File: config.mk
export PLATFORM = sky130hd
export DESIGN_NAME = grid_rectangle_placer
export DESIGN_NICKNAME = d
export VERILOG_FILES = /design/src/rtl/grp_pkg.sv /design/src/rtl/grp_entry_ram.sv /design/src/rtl/grid_rectangle_placer.sv
export SDC_FILE = /design/constraint.sdc
export NUM_CORES = 1
export LEC_CHECK = 0
export BUFFER_PORTS_ARGS = -buffer_cell sky130_fd_sc_hd__buf_2
export CAP_MARGIN = 25
export CORE_ASPECT_RATIO = 2
export CORE_MARGIN = 2
export CORE_UTILIZATION = 45
export CTS_CLUSTER_DIAMETER = 30
export DETAILED_ROUTE_END_ITERATION = 12
export HOLD_SLACK_MARGIN = 0.05
export PLACE_DENSITY = 0.64
export REMOVE_ABC_BUFFERS = 1
export SLEW_MARGIN = 5
export SYNTH_ARGS = -nofsm -noshare
export SYNTH_HDL_FRONTEND = slang
export SYNTH_SLANG_ARGS = --single-unit
File: constraint.sdc
create_clock -name i_clk -period 5.8 [get_ports i_clk]
set_clock_uncertainty 0.15 [all_clocks]
set_input_delay 0.29 -clock i_clk [delete_from_list [all_inputs] [get_ports i_clk]]
set_output_delay 0.29 -clock i_clk [all_outputs]
set_load 0.01 [all_outputs]
File: src/rtl/grp_pkg.sv
// Package for the grid rectangle placer: operation and status codes, entry type.
// No dependencies.
package grp_pkg;

    // Positions are four bits wide, so the grid is fixed at 16 by 16 cells.
    localparam int GRID_W = 16;
    localparam int GRID_H = 16;

    typedef enum logic [2:0] {
        OP_PLACE_AT = 3'd0,
        OP_PLACE_FF = 3'd1,
        OP_MOVE     = 3'd2,
        OP_REMOVE   = 3'd3,
        OP_TAKE     = 3'd4
    } t_op;

    localparam logic [1:0] ST_DONE    = 2'd0;
    localparam logic [1:0] ST_NO_FREE = 2'd1;
    localparam logic [1:0] ST_NO_MATCH = 2'd2;
    localparam logic [1:0] ST_FULL    = 2'd3;

    typedef struct packed {
        logic [15:0] tag;
        logic [3:0]  x;
        logic [3:0]  y;
        logic [4:0]  w;
        logic [4:0]  h;
    } t_entry;

endpackage

File: src/rtl/grp_entry_ram.sv
// Entry table memory of the grid rectangle placer: one write port, one read
// port, registered read data. Depends on grp_pkg.
module grp_entry_ram
    import grp_pkg::*;
#(
    parameter int DEPTH = 32,
    parameter int AW    = 5
) (
    input  logic   i_clk,
    input  logic   i_we,
    input  logic [AW-1:0] i_waddr,
    input  t_entry i_wdata,
    input  logic [AW-1:0] i_raddr,
    output t_entry o_rdata
);

    t_entry mem [DEPTH];

    always_ff @(posedge i_clk) begin
        if (i_we) begin
            mem[i_waddr] <= i_wdata;
        end
        o_rdata <= mem[i_raddr];
    end

endmodule

File: src/rtl/grid_rectangle_placer.sv
// Top level of the grid rectangle placer: command decode, scan sequencer and
// entry table. Depends on grp_pkg and grp_entry_ram.
//
// Usage. A command is transferred at a rising edge where i_start is high and
// o_busy is low; the opcode and operands are sampled then. While the command
// runs, o_busy stays high. Exactly one result is transferred per command: it
// appears on o_status, o_placed_x, o_placed_y and o_entry_count for one cycle
// with o_done high, and the receiver cannot hold it off. o_busy falls in the
// same cycle, so the next command may start right after.
//
// Timing. Every command walks the table through the single read port of the
// entry memory, one entry per cycle. A lookup walks the held entries until
// one matches, a removal then walks the entries after the match to close the
// gap, and a fit test over one candidate origin walks the held entries until
// one overlaps. First fit tries origins row by row, up to one fit test per
// origin of the grid; this search loop over the memory port sets the worst
// case. Place-at and move use one fit test. Reset empties the table at once
// (the held count is cleared); the entries themselves are never cleared,
// since only entries below the count are read.
module grid_rectangle_placer
    import grp_pkg::*;
#(
    parameter int MAX_ENTRIES = 32
) (
    input  logic        i_clk,
    input  logic        i_rst_n,
    input  logic        i_start,
    output logic        o_busy,
    input  logic [2:0]  i_opcode,
    input  logic [15:0] i_item_tag,
    input  logic [4:0]  i_item_width,
    input  logic [4:0]  i_item_height,
    input  logic [3:0]  i_pos_x,
    input  logic [3:0]  i_pos_y,
    input  logic [3:0]  i_dest_x,
    input  logic [3:0]  i_dest_y,
    output logic        o_done,
    output logic [1:0]  o_status,
    output logic [3:0]  o_placed_x,
    output logic [3:0]  o_placed_y,
    output logic [5:0]  o_entry_count
);

    localparam int AW = (MAX_ENTRIES > 1) ? $clog2(MAX_ENTRIES) : 1;
    localparam int CW = $clog2(MAX_ENTRIES + 1);

    typedef enum logic [2:0] {
        S_IDLE, S_FIND, S_FIT, S_SHIFT, S_RESULT
    } t_state;

    t_state r_state;
    logic [2:0]   r_op;
    logic [15:0]  r_tag;
    logic [4:0]   r_w, r_h;
    logic [3:0]   r_px, r_py, r_dx, r_dy;
    logic [CW-1:0] r_count;
    // Read pointer issues addresses; r_rv marks that o_rdata holds entry r_ridx.
    logic [CW-1:0] r_rptr;
    logic          r_rv;
    logic [CW-1:0] r_ridx;
    logic [CW-1:0] r_k;       // matched entry
    logic          r_conflict;
    logic [6:0]    r_cx, r_cy; // candidate origin for the fit
    logic          r_ff;      // first-fit search in progress
    logic [1:0]    r_status;
    logic [3:0]    r_ox, r_oy;

    logic          we;
    logic [AW-1:0] waddr, raddr;
    t_entry        wdata, rdata;

    logic          fit_we;
    logic [AW-1:0] fit_waddr;
    t_entry        fit_wdata;
    logic [15:0]   r_keep_tag;
    t_entry        mem2_wdata;

    logic          we_all;
    logic [AW-1:0] waddr_all;
    t_entry        wdata_all;

    grp_entry_ram #(.DEPTH(MAX_ENTRIES), .AW(AW)) u_ram (
        .i_clk   (i_clk),
        .i_we    (we_all),
        .i_waddr (waddr_all),
        .i_wdata (wdata_all),
        .i_raddr (raddr),
        .o_rdata (rdata)
    );

    // Read address and overlap/cover tests on the entry just read.
    logic          rd_go;
    logic          covers, tag_hit, overlaps, cand_ok;
    logic [6:0]    ex_end, ey_end, cx_end, cy_end;

    always_comb begin
        raddr  = r_rptr[AW-1:0];
        ex_end = 7'(rdata.x) + 7'(rdata.w);
        ey_end = 7'(rdata.y) + 7'(rdata.h);
        cx_end = r_cx + 7'(r_w);
        cy_end = r_cy + 7'(r_h);
        covers = (rdata.x <= r_px) && (7'(r_px) < ex_end)
              && (rdata.y <= r_py) && (7'(r_py) < ey_end);
        tag_hit = (rdata.tag == r_tag);
        overlaps = (7'(rdata.x) < cx_end) && (r_cx < ex_end)
                && (7'(rdata.y) < cy_end) && (r_cy < ey_end)
                && (rdata.w != 5'd0) && (rdata.h != 5'd0);
        cand_ok = (r_w != 5'd0) && (r_h != 5'd0)
               && (cx_end <= 7'(GRID_W)) && (cy_end <= 7'(GRID_H));
        rd_go = (r_rptr < r_count);
    end

    // Entry memory write for the gap shift; new entries and move updates use the fit path.
    always_comb begin
        we    = 1'b0;
        waddr = r_ridx[AW-1:0];
        wdata = rdata;
        if (r_state == S_SHIFT && r_rv) begin
            we    = 1'b1;
            waddr = AW'(r_ridx - CW'(1));
        end
    end

    always_ff @(posedge i_clk) begin
        if (!i_rst_n) begin
            r_state <= S_IDLE;
            r_count <= '0;
            r_rv    <= 1'b0;
            o_done  <= 1'b0;
            fit_we  <= 1'b0;
        end else begin
            o_done <= 1'b0;
            fit_we <= 1'b0;
            r_rv   <= 1'b0;
            unique case (r_state)
                S_IDLE: begin
                    if (i_start) begin
                        r_op <= i_opcode;  r_tag <= i_item_tag;
                        r_w  <= i_item_width; r_h <= i_item_height;
                        r_px <= i_pos_x; r_py <= i_pos_y;
                        r_dx <= i_dest_x; r_dy <= i_dest_y;
                        r_ox <= 4'd0; r_oy <= 4'd0;
                        r_rptr <= '0;
                        r_conflict <= 1'b0;
                        r_k <= CW'(MAX_ENTRIES);
                        r_ff <= (i_opcode == OP_PLACE_FF);
                        r_cx <= (i_opcode == OP_PLACE_AT) ? 7'(i_pos_x) : 7'd0;
                        r_cy <= (i_opcode == OP_PLACE_AT) ? 7'(i_pos_y) : 7'd0;
                        unique case (i_opcode)
                            OP_PLACE_AT, OP_PLACE_FF: begin
                                if (32'(r_count) >= MAX_ENTRIES) begin
                                    r_status <= ST_FULL;
                                    r_state  <= S_RESULT;
                                end else begin
                                    r_state <= S_FIT;
                                end
                            end
                            OP_MOVE, OP_REMOVE, OP_TAKE: r_state <= S_FIND;
                            default: begin
                                r_status <= ST_NO_MATCH;
                                r_state  <= S_RESULT;
                            end
                        endcase
                    end
                end
                S_FIND: begin
                    if (rd_go) begin
                        r_rptr <= r_rptr + CW'(1);
                        r_rv   <= 1'b1;
                        r_ridx <= r_rptr;
                    end
                    if (r_rv && ((r_op == OP_TAKE) ? tag_hit : covers)) begin
                        r_k <= r_ridx;
                        r_rv <= 1'b0;
                        if (r_op == OP_MOVE) begin
                            r_w <= rdata.w; r_h <= rdata.h;
                            r_cx <= 7'(r_dx); r_cy <= 7'(r_dy);
                            r_rptr <= '0;
                            r_state <= S_FIT;
                        end else begin
                            if (r_op == OP_TAKE) begin
                                r_ox <= rdata.x; r_oy <= rdata.y;
                            end
                            r_rptr <= r_ridx + CW'(1);
                            r_state <= S_SHIFT;
                        end
                    end else if (!rd_go && !r_rv) begin
                        r_status <= ST_NO_MATCH;
                        r_state  <= S_RESULT;
                    end
                end
                S_SHIFT: begin
                    if (rd_go) begin
                        r_rptr <= r_rptr + CW'(1);
                        r_rv   <= 1'b1;
                        r_ridx <= r_rptr;
                    end else if (!r_rv) begin
                        r_count  <= r_count - CW'(1);
                        r_status <= ST_DONE;
                        r_state  <= S_RESULT;
                    end
                end
                S_FIT: begin
                    if (!cand_ok) begin
                        if (r_ff && r_cy < 7'(GRID_H - 1)) begin
                            r_cx <= 7'd0; r_cy <= r_cy + 7'd1;
                        end else begin
                            r_status <= ST_NO_FREE;
                            r_state  <= S_RESULT;
                        end
                    end else begin
                        if (rd_go && !r_conflict) begin
                            r_rptr <= r_rptr + CW'(1);
                            r_rv   <= 1'b1;
                            r_ridx <= r_rptr;
                        end
                        if (r_rv && r_ridx != r_k && overlaps) begin
                            r_conflict <= 1'b1;
                        end
                        if (!r_rv && (!rd_go || r_conflict)) begin
                            r_rptr     <= '0;
                            r_conflict <= 1'b0;
                            if (!r_conflict) begin
                                r_status <= ST_DONE;
                                r_ox <= r_cx[3:0]; r_oy <= r_cy[3:0];
                                fit_we <= 1'b1;
                                if (r_op == OP_MOVE) begin
                                    fit_waddr <= r_k[AW-1:0];
                                end else begin
                                    fit_waddr <= r_count[AW-1:0];
                                    r_count <= r_count + CW'(1);
                                end
                                fit_wdata <= '{tag: r_tag, x: r_cx[3:0], y: r_cy[3:0],
                                               w: r_w, h: r_h};
                                r_state <= S_RESULT;
                            end else if (r_ff) begin
                                r_cx <= r_cx + 7'd1;
                            end else begin
                                r_status <= ST_NO_FREE;
                                r_state  <= S_RESULT;
                            end
                        end
                    end
                end
                S_RESULT: begin
                    o_done  <= 1'b1;
                    r_state <= S_IDLE;
                end
                default: r_state <= S_IDLE;
            endcase
        end
    end

    // Move keeps the stored tag: write it back from the value read first.
    always_ff @(posedge i_clk) begin
        if (r_state == S_FIND && r_rv && covers && r_op == OP_MOVE) begin
            r_keep_tag <= rdata.tag;
        end
    end

    always_comb begin
        mem2_wdata = fit_wdata;
        if (r_op == OP_MOVE) begin
            mem2_wdata.tag = r_keep_tag;
        end
    end

    // Second write path: committed fit, in S_RESULT (no shift then).
    assign we_all    = we | fit_we;
    assign waddr_all = fit_we ? fit_waddr : waddr;
    assign wdata_all = fit_we ? mem2_wdata : wdata;

    assign o_busy        = (r_state != S_IDLE);
    assign o_status      = r_status;
    assign o_placed_x    = r_ox;
    assign o_placed_y    = r_oy;
    assign o_entry_count = 6'(r_count);

endmodule

# Yosys cells after proc, flatten, opt, wreduce, memory -nomap -nowiden
# Memories as Yosys holds them, arrays and structs flattened. A register that Yosys moved wholly into a read port is not among the register bits.
# Cells that the tools add are included.
dict set report totals {
  ff_bits 156
  ram_bits 1088
  out_inout_bits 18
  word_cells 263
  memories 1
  input_bits 48
}
# memory words word_bits read_ports rd_ports_with_merged_regs write_ports line_no
set mem_list {}
lappend mem_list {u_ram.mem 32 34 1 1 1 grp_entry_ram.sv:17} ;# t_entry mem [DEPTH];
dict set report op_classes {
  n_eq_ne 40
  addsub 11
  bitwise 2
  reduce_logical 56
  n_lt_le_gt_ge 13
  n_mux 110
}
# operator count
set ops {}
lappend ops {{$mux W6} 18}
lappend ops {{$mux W7} 13}
lappend ops {{$mux W4} 15}
lappend ops {{$mux W5} 9}
lappend ops {{$pmux W7 S3} 2}
lappend ops {{$pmux W6 S2} 3}
lappend ops {{$mux W34} 1}
lappend ops {{$ne A2 B2 Y1 const B} 17}
lappend ops {{$mux W3} 11}
lappend ops {{$ne A3 B3 Y1 const B} 9}
lappend ops {{$reduce_and A5 Y1} 5}
lappend ops {{$pmux W4 S3} 2}
lappend ops {{$pmux W6 S4} 1}
lappend ops {{$logic_and A1 B1 Y1} 22}
lappend ops {{$mux W2} 11}
lappend ops {{$reduce_and A7 Y1} 3}
lappend ops {{$pmux W5 S2} 2}
lappend ops {{$reduce_bool A5 Y1} 4}
lappend ops {{$add A6 B1 Y6 const B} 3}
lappend ops {{$reduce_and A9 Y1} 2}
lappend ops {{$eq A16 B16 Y1} 1}
lappend ops {{$mux W16} 1}
lappend ops {{$eq A3 B2 Y1 const B} 5}
lappend ops {{$mux W1} 15}
lappend ops {{37 further kinds} 57}

# Logic depth before layout (Yosys ltp)
dict set report depth {
  ltp_word 12
  depth_mapped 13
  mapped_depth_nobuf 13
}

# By module
# A second synthesis with hierarchy kept.
dict set report hier_totals {
  hier_cells 3220
  hier_area_um2 51976.1
}
# module area_each_um2 n_inst cells_per_inst seq_area_each_um2
set modules_own_cells {}
lappend modules_own_cells {grp_entry_ram 43107.6 1 2399 33352.0}
lappend modules_own_cells {grid_rectangle_placer 8868.5 1 821 4564.4}

# Worst setup path after synthesis
# Ideal clock, no wire load.
dict set report synth_timing {
  path_kind {register -> register}
  from {register r_cx[0]}
  to {register fit_waddr[0], enable pin}
  arrival_ns 5.114
  t_required_ns 5.166
  path_slack_ns 0.052
  period_less_slack_ns 5.748
  path_stages_with_launch 10
  setup_time_ns 0.484
  path_buffers 1
  cell_sequence {edfxtp_1 -> ha_1 -> fa_1 -> xnor2_1 -> nand3_1 -> mux2_4 -> a221oi_2 -> nand4_2 -> buf_2 -> nor3_1}
}
dict set report synth_via {
  elab_chain_len 5
}
# item line_no
set synth_lines {}
lappend synth_lines {{start, declared} grid_rectangle_placer.sv:63} ;# logic [6:0] r_cx, r_cy;
lappend synth_lines {{start signal, assigned} grid_rectangle_placer.sv:147} ;# r_cx <= (i_opcode == OP_PLACE_AT) ? 7'(i_pos_x) : 7'd0;
lappend synth_lines {{start signal, assigned} grid_rectangle_placer.sv:177} ;# r_cx <= 7'(r_dx); r_cy <= 7'(r_dy);
lappend synth_lines {{start signal, assigned} grid_rectangle_placer.sv:237} ;# r_cx <= r_cx + 7'd1;
lappend synth_lines {{$add A7 B5 Y7} grid_rectangle_placer.sv:100} ;# cx_end = r_cx + 7'(r_w);
lappend synth_lines {{$le A7 B5 Y1} grid_rectangle_placer.sv:109} ;# && (cx_end <= 7'(GRID_W)) && (cy_end <= 7'(GRID_H));
lappend synth_lines {{$logic_and A1 B1 Y1 (2 in series)} grid_rectangle_placer.sv:109}
lappend synth_lines {{$reduce_and A5 Y1 (no line)} -}
lappend synth_lines {{end signal, assigned} grid_rectangle_placer.sv:228} ;# fit_waddr <= r_k[AW-1:0];
lappend synth_lines {{end signal, assigned} grid_rectangle_placer.sv:230} ;# fit_waddr <= r_count[AW-1:0];
lappend synth_lines {{end, declared} grid_rectangle_placer.sv:73} ;# logic [AW-1:0] fit_waddr;
# Every way passes these cells.
# A chain may end at the register's enable or synchronous reset.

# Worst setup path after layout
dict set report layout_timing {
  from {register u_ram.o_rdata[11] (netlist name)}
  to {register r_cx[5], enable pin}
}
dict set report layout_via {
  elab_chain_len 7
  word_cells_on_any_way 9
  classes_between {add/sub (1); order compare (2); eq/ne (1); mux (1); reduce/logical (4)}
}
# item line_no
set layout_lines {}
lappend layout_lines {{$add A4 B5 Y6 / $le A4 B4 Y1 (equally long branches)} {grid_rectangle_placer.sv:99, grid_rectangle_placer.sv:103}}
lappend layout_lines {{$lt A4 B6 Y1 / $logic_and A1 B1 Y1 (equally long branches)} grid_rectangle_placer.sv:103} ;# && (rdata.y <= r_py) && (7'(r_py) < ey_end);
lappend layout_lines {{$logic_and A1 B1 Y1 *} grid_rectangle_placer.sv:103}
lappend layout_lines {{$mux W1 *} grid_rectangle_placer.sv:172} ;# if (r_rv && ((r_op == OP_TAKE) ? tag_hit : covers)) begin
lappend layout_lines {{$logic_and A1 B1 Y1 *} grid_rectangle_placer.sv:172}
lappend layout_lines {{$ne A2 B2 Y1 (no line) *} -}
lappend layout_lines {{$reduce_and A9 Y1 (no line) *} -}
# Mark *: on every way between the ends. The rest lies on a longest branch, timed or not.

==> results.yml <==
run_status:
  outcome: "finished clean"
placed_design:
  portBuffers: 65
  globalplace.congestion: 0.912
  dpl.hpwl_um: 74400
  placed_cells_incl_taps: 3948
run:
  timing.max_cap.violations: 0
timing:
  finalSetupViolations: 0
  finalCriticalPeriod_ns: 4.47
  top_achievable_clock_speed_ghz: 0.224
  fin_setup_tns_ns: 0
  worst-slew-pin-transition_ns: 1.15
  timing.slew.headroom_pct: 22.5
  final_hold_viol_count: 0
  rsz0062_at_grt: "no"
  finalMaxSlewViolations: 0
  fin_crit_sh_pct: 77.0
synthesis:
  synth_largest_area_cell: "edfxtp_1"
  synth_top_cell_area_share_pct: 72.8
  async_reset_ff_share_pct: 0
  ys_dominant_reg_cell: "edfxtp_1"
  yosysUniqueCellTypes: 68
  synth.area.top_cells: "edfxtp_1 73%, mux4_2 15%, dfxtp_1 1.8%, ha_1 1.5%, mux2_2 1.0%"
  synthesis.area_per_instance_um2: 21.0
  synth_seq_area_share_pct: 74.7
  ys_seq_elements: 1278
  synth-warning-count: 0
  post-synth-top-count-cell: "edfxtp_1"
  synth.top_cells.by_count: "1,232 x edfxtp_1, 340 x mux4_2, 88 x nor2_1"
  post_synth_edffs: 1232
  mapped_cells: 2417
  netlist_area_um2: 50800
cells_and_area:
  drive_gt1_share_pct: 29.7
  fill_cells: 8621
  area_growth_pct: 15.4
  fin_cells: 4256
  layout.nets: 2760
drt:
  routed_wl_um: 128000
  drtAntennaViolNets: 0
  via_count: 25200
  drtPass1Iterations: 8
  via_per_inst: 5.93
  drt_iter0_drc: 2349
  remaining_drcs: 0
  route.detailed.wl_per_inst_um: 30.0
worst_hold_path:
  class_of_the_tightest_hold_or_removal_check: "primary input to register"
  timing.hold.worst.start: "i_item_tag[7]"
power_and_ir_drop:
  peak_vdd_ir_v: 0.000264
  pwr_density_cell_nw_per_um2: 466
  pleak_nw: 18.7
setup_path:
  end_kind: "register"
  critical_path.max_fanout: 7
  required_ns: 6.01
  cpMaxStageDelayCell: "a21oi_1"
  timing.critical_path.from_type: "register"
  timing_worst_setup_path_type: "register to register"
  critical_path.most_common_cell: "a21oi_1"
  slowest_delay_ns: 0.78
  critical_path.startpoint: "u_ram.o_rdata[11]"
  cp_cell_sequence: "ha_1 > a21oi_1 > nor2b_1 > nor2_1 > xor2_1 > ha_1 > o21ai_0 > a221oi_1 > a32oi_1 > a21oi_1 > nor3b_1 > o21ai_0 > a21oi_1"
  worst_r2r_startpoint: "u_ram.o_rdata[11]"
  cp.arrival_ns: 4.68
grt:
  via_count_of_the_first_global_routing_pass: 26500
  antenna_found_initial: 1
  grt_first_pass_wirelength_um: 186000
  grt-ovfl-total: 0
  grt_max_degree: 142
  gr-usage-all-layers_pct: 22.4
die:
  die_width_um: 242
  io_count: 66
  fp-row-count: 174
  fp.dieArea_um2: 116000
  initial_utilization_pct: 45.3
  dieHeight_um: 479
  core-area_um2: 112000
clock_network:
  max_buffers_root_to_sink: 3
  tritoncts: "built"
  path_clk_slew_ns: 0.06
  cts_sinks: 1278
  cts_buffers: 138
  cts_root_buffer: "clkbuf_16"
  ctsHtreeMaxLevel: 4
  post_cts.resized_instances: 0
  clk_latency_ns: 0.75
final cells by class:
type / instances / area, µm² / share of cell area [%]
diodes: 1 / 2.50 / 0.00427
clock buffers: 169 / 3740 / 6.38
clock inverters: 85 / 847 / 1.45
inverters: 49 / 184 / 0.314
multi-input cells: 983 / 12500 / 21.4
flip-flops and latches: 1278 / 37900 / 64.7
well taps: 1496 / 1870 / 3.19
repair buffers: 195 / 1510 / 2.57
sequential cells by signal, summed over array words and instances (netlist names), 7 cells and up:
name	flops
r_cy	7
r_cx	7
u_ram.o_rdata	34
r_tag	16
fit_wdata	34
u_ram.mem	1088
r_keep_tag	16
report_power, final:
group	total (mW)	switching (mW)	internal [mW]
logic	6.45	3.89	2.56
clock network	8.78	3.73	5.05
registers	12.1	0.378	11.7
kinds of logic after synthesis:
| family | Yosys count | share of synthesized area (%) |
|---|---|---|
| AND/OR/NAND/NOR | 281 | 2.62 |
| buffers and inverters | 156 | 1.22 |
| AO/OA/AOI/OAI | 166 | 2.17 |
| flip-flops | 1278 | 74.7 |
| multiplexers | 413 | 16.6 |
| adder cells (fa/ha/maj) | 67 | 1.72 |
| XOR/XNOR | 56 | 0.966 |
routing by layer:
metal | routed length (µm) | vias to the layer above | part of all wire [%] | track usage, %
met2 | 71100 | 1001 | 56 | 41.6
li1 | - | 10500 | - | -
met5 | 0 | - | 0 | 0
met1 | 44700 | 13500 | 35 | 25.6
met3 | 6640 | 250 | 5.2 | 3.27
met4 | 5360 | 0 | 4.2 | 9.76
path summary, 6_finish.rpt:
path                            depth (start not counted)  slack, ns             to
worst max-delay path                                   13       1.33        r_cx[5]
worst min-delay path                                    2       0.11       r_tag[7]
worst max register to register                         13       1.33        r_cx[5]
worst min register to register                          0       0.31  fit_wdata[23]
metrics by stage:
| step | setup slack (ns) | area [µm²] | utilization [%] | hold slack [ns] | power, mW |
|---|---|---|---|---|---|
| 2_1_floorplan | -8.62 | 50400 | - | 0.239 | 17.3 |
| 3_3_place_gp | 1.38 | 53500 | 47.7 | 0.314 | 18.5 |
| 3_5_place_dp | 1.34 | 53500 | 47.7 | 0.312 | 18.7 |
| 4_1_cts | 1.30 | 58500 | 52.2 | 0.0519 | 27.5 |
| 5_1_grt | 1.10 | 58600 | 52.3 | 0.0888 | 28.3 |
| 6_report | 1.33 | 58600 | 52.3 | 0.106 | 27.3 |
layout by cell type, fill, tap and decap left out, types with 23 or more instances in the layout:
| master | synthesis | routed |
|---|---|---|
| a21oi_1 | 52 | 47 |
| buf_2 | 28 | 66 |
| buf_4 | 0 | 71 |
| clkbuf_16 | 0 | 144 |
| dfxtp_1 | 46 | 45 |
| dlygate4sd3_1 | 0 | 47 |
| edfxtp_1 | 1232 | 1232 |
| ha_1 | 62 | 62 |
| inv_1 | 48 | 48 |
| mux2_2 | 47 | 47 |
| mux2i_1 | 25 | 25 |
| mux4_2 | 340 | 340 |
| nand2_1 | 84 | 84 |
| nand3_1 | 23 | 23 |
| nor2_1 | 88 | 56 |
| nor2_4 | 0 | 32 |
| o21ai_0 | 39 | 32 |
| xor2_1 | 35 | 35 |
repair_timing:
action,4_1_cts,5_1_grt
hold buffers,47,0
hold endpoints to repair,77,0
setup buffers,0,0
worst max-delay path: cells and delay by family (launching register included):
| kind | cells | cell delay, ns |
|---|---|---|
| simple gates | 3 | 0.43 |
| fa+ha+maj | 2 | 0.56 |
| flops | 1 | 0.43 |
| xor+xnor | 1 | 0.33 |
| compound gates | 7 | 2.18 |
No activity file was read; power rests on OpenSTA's default activity.
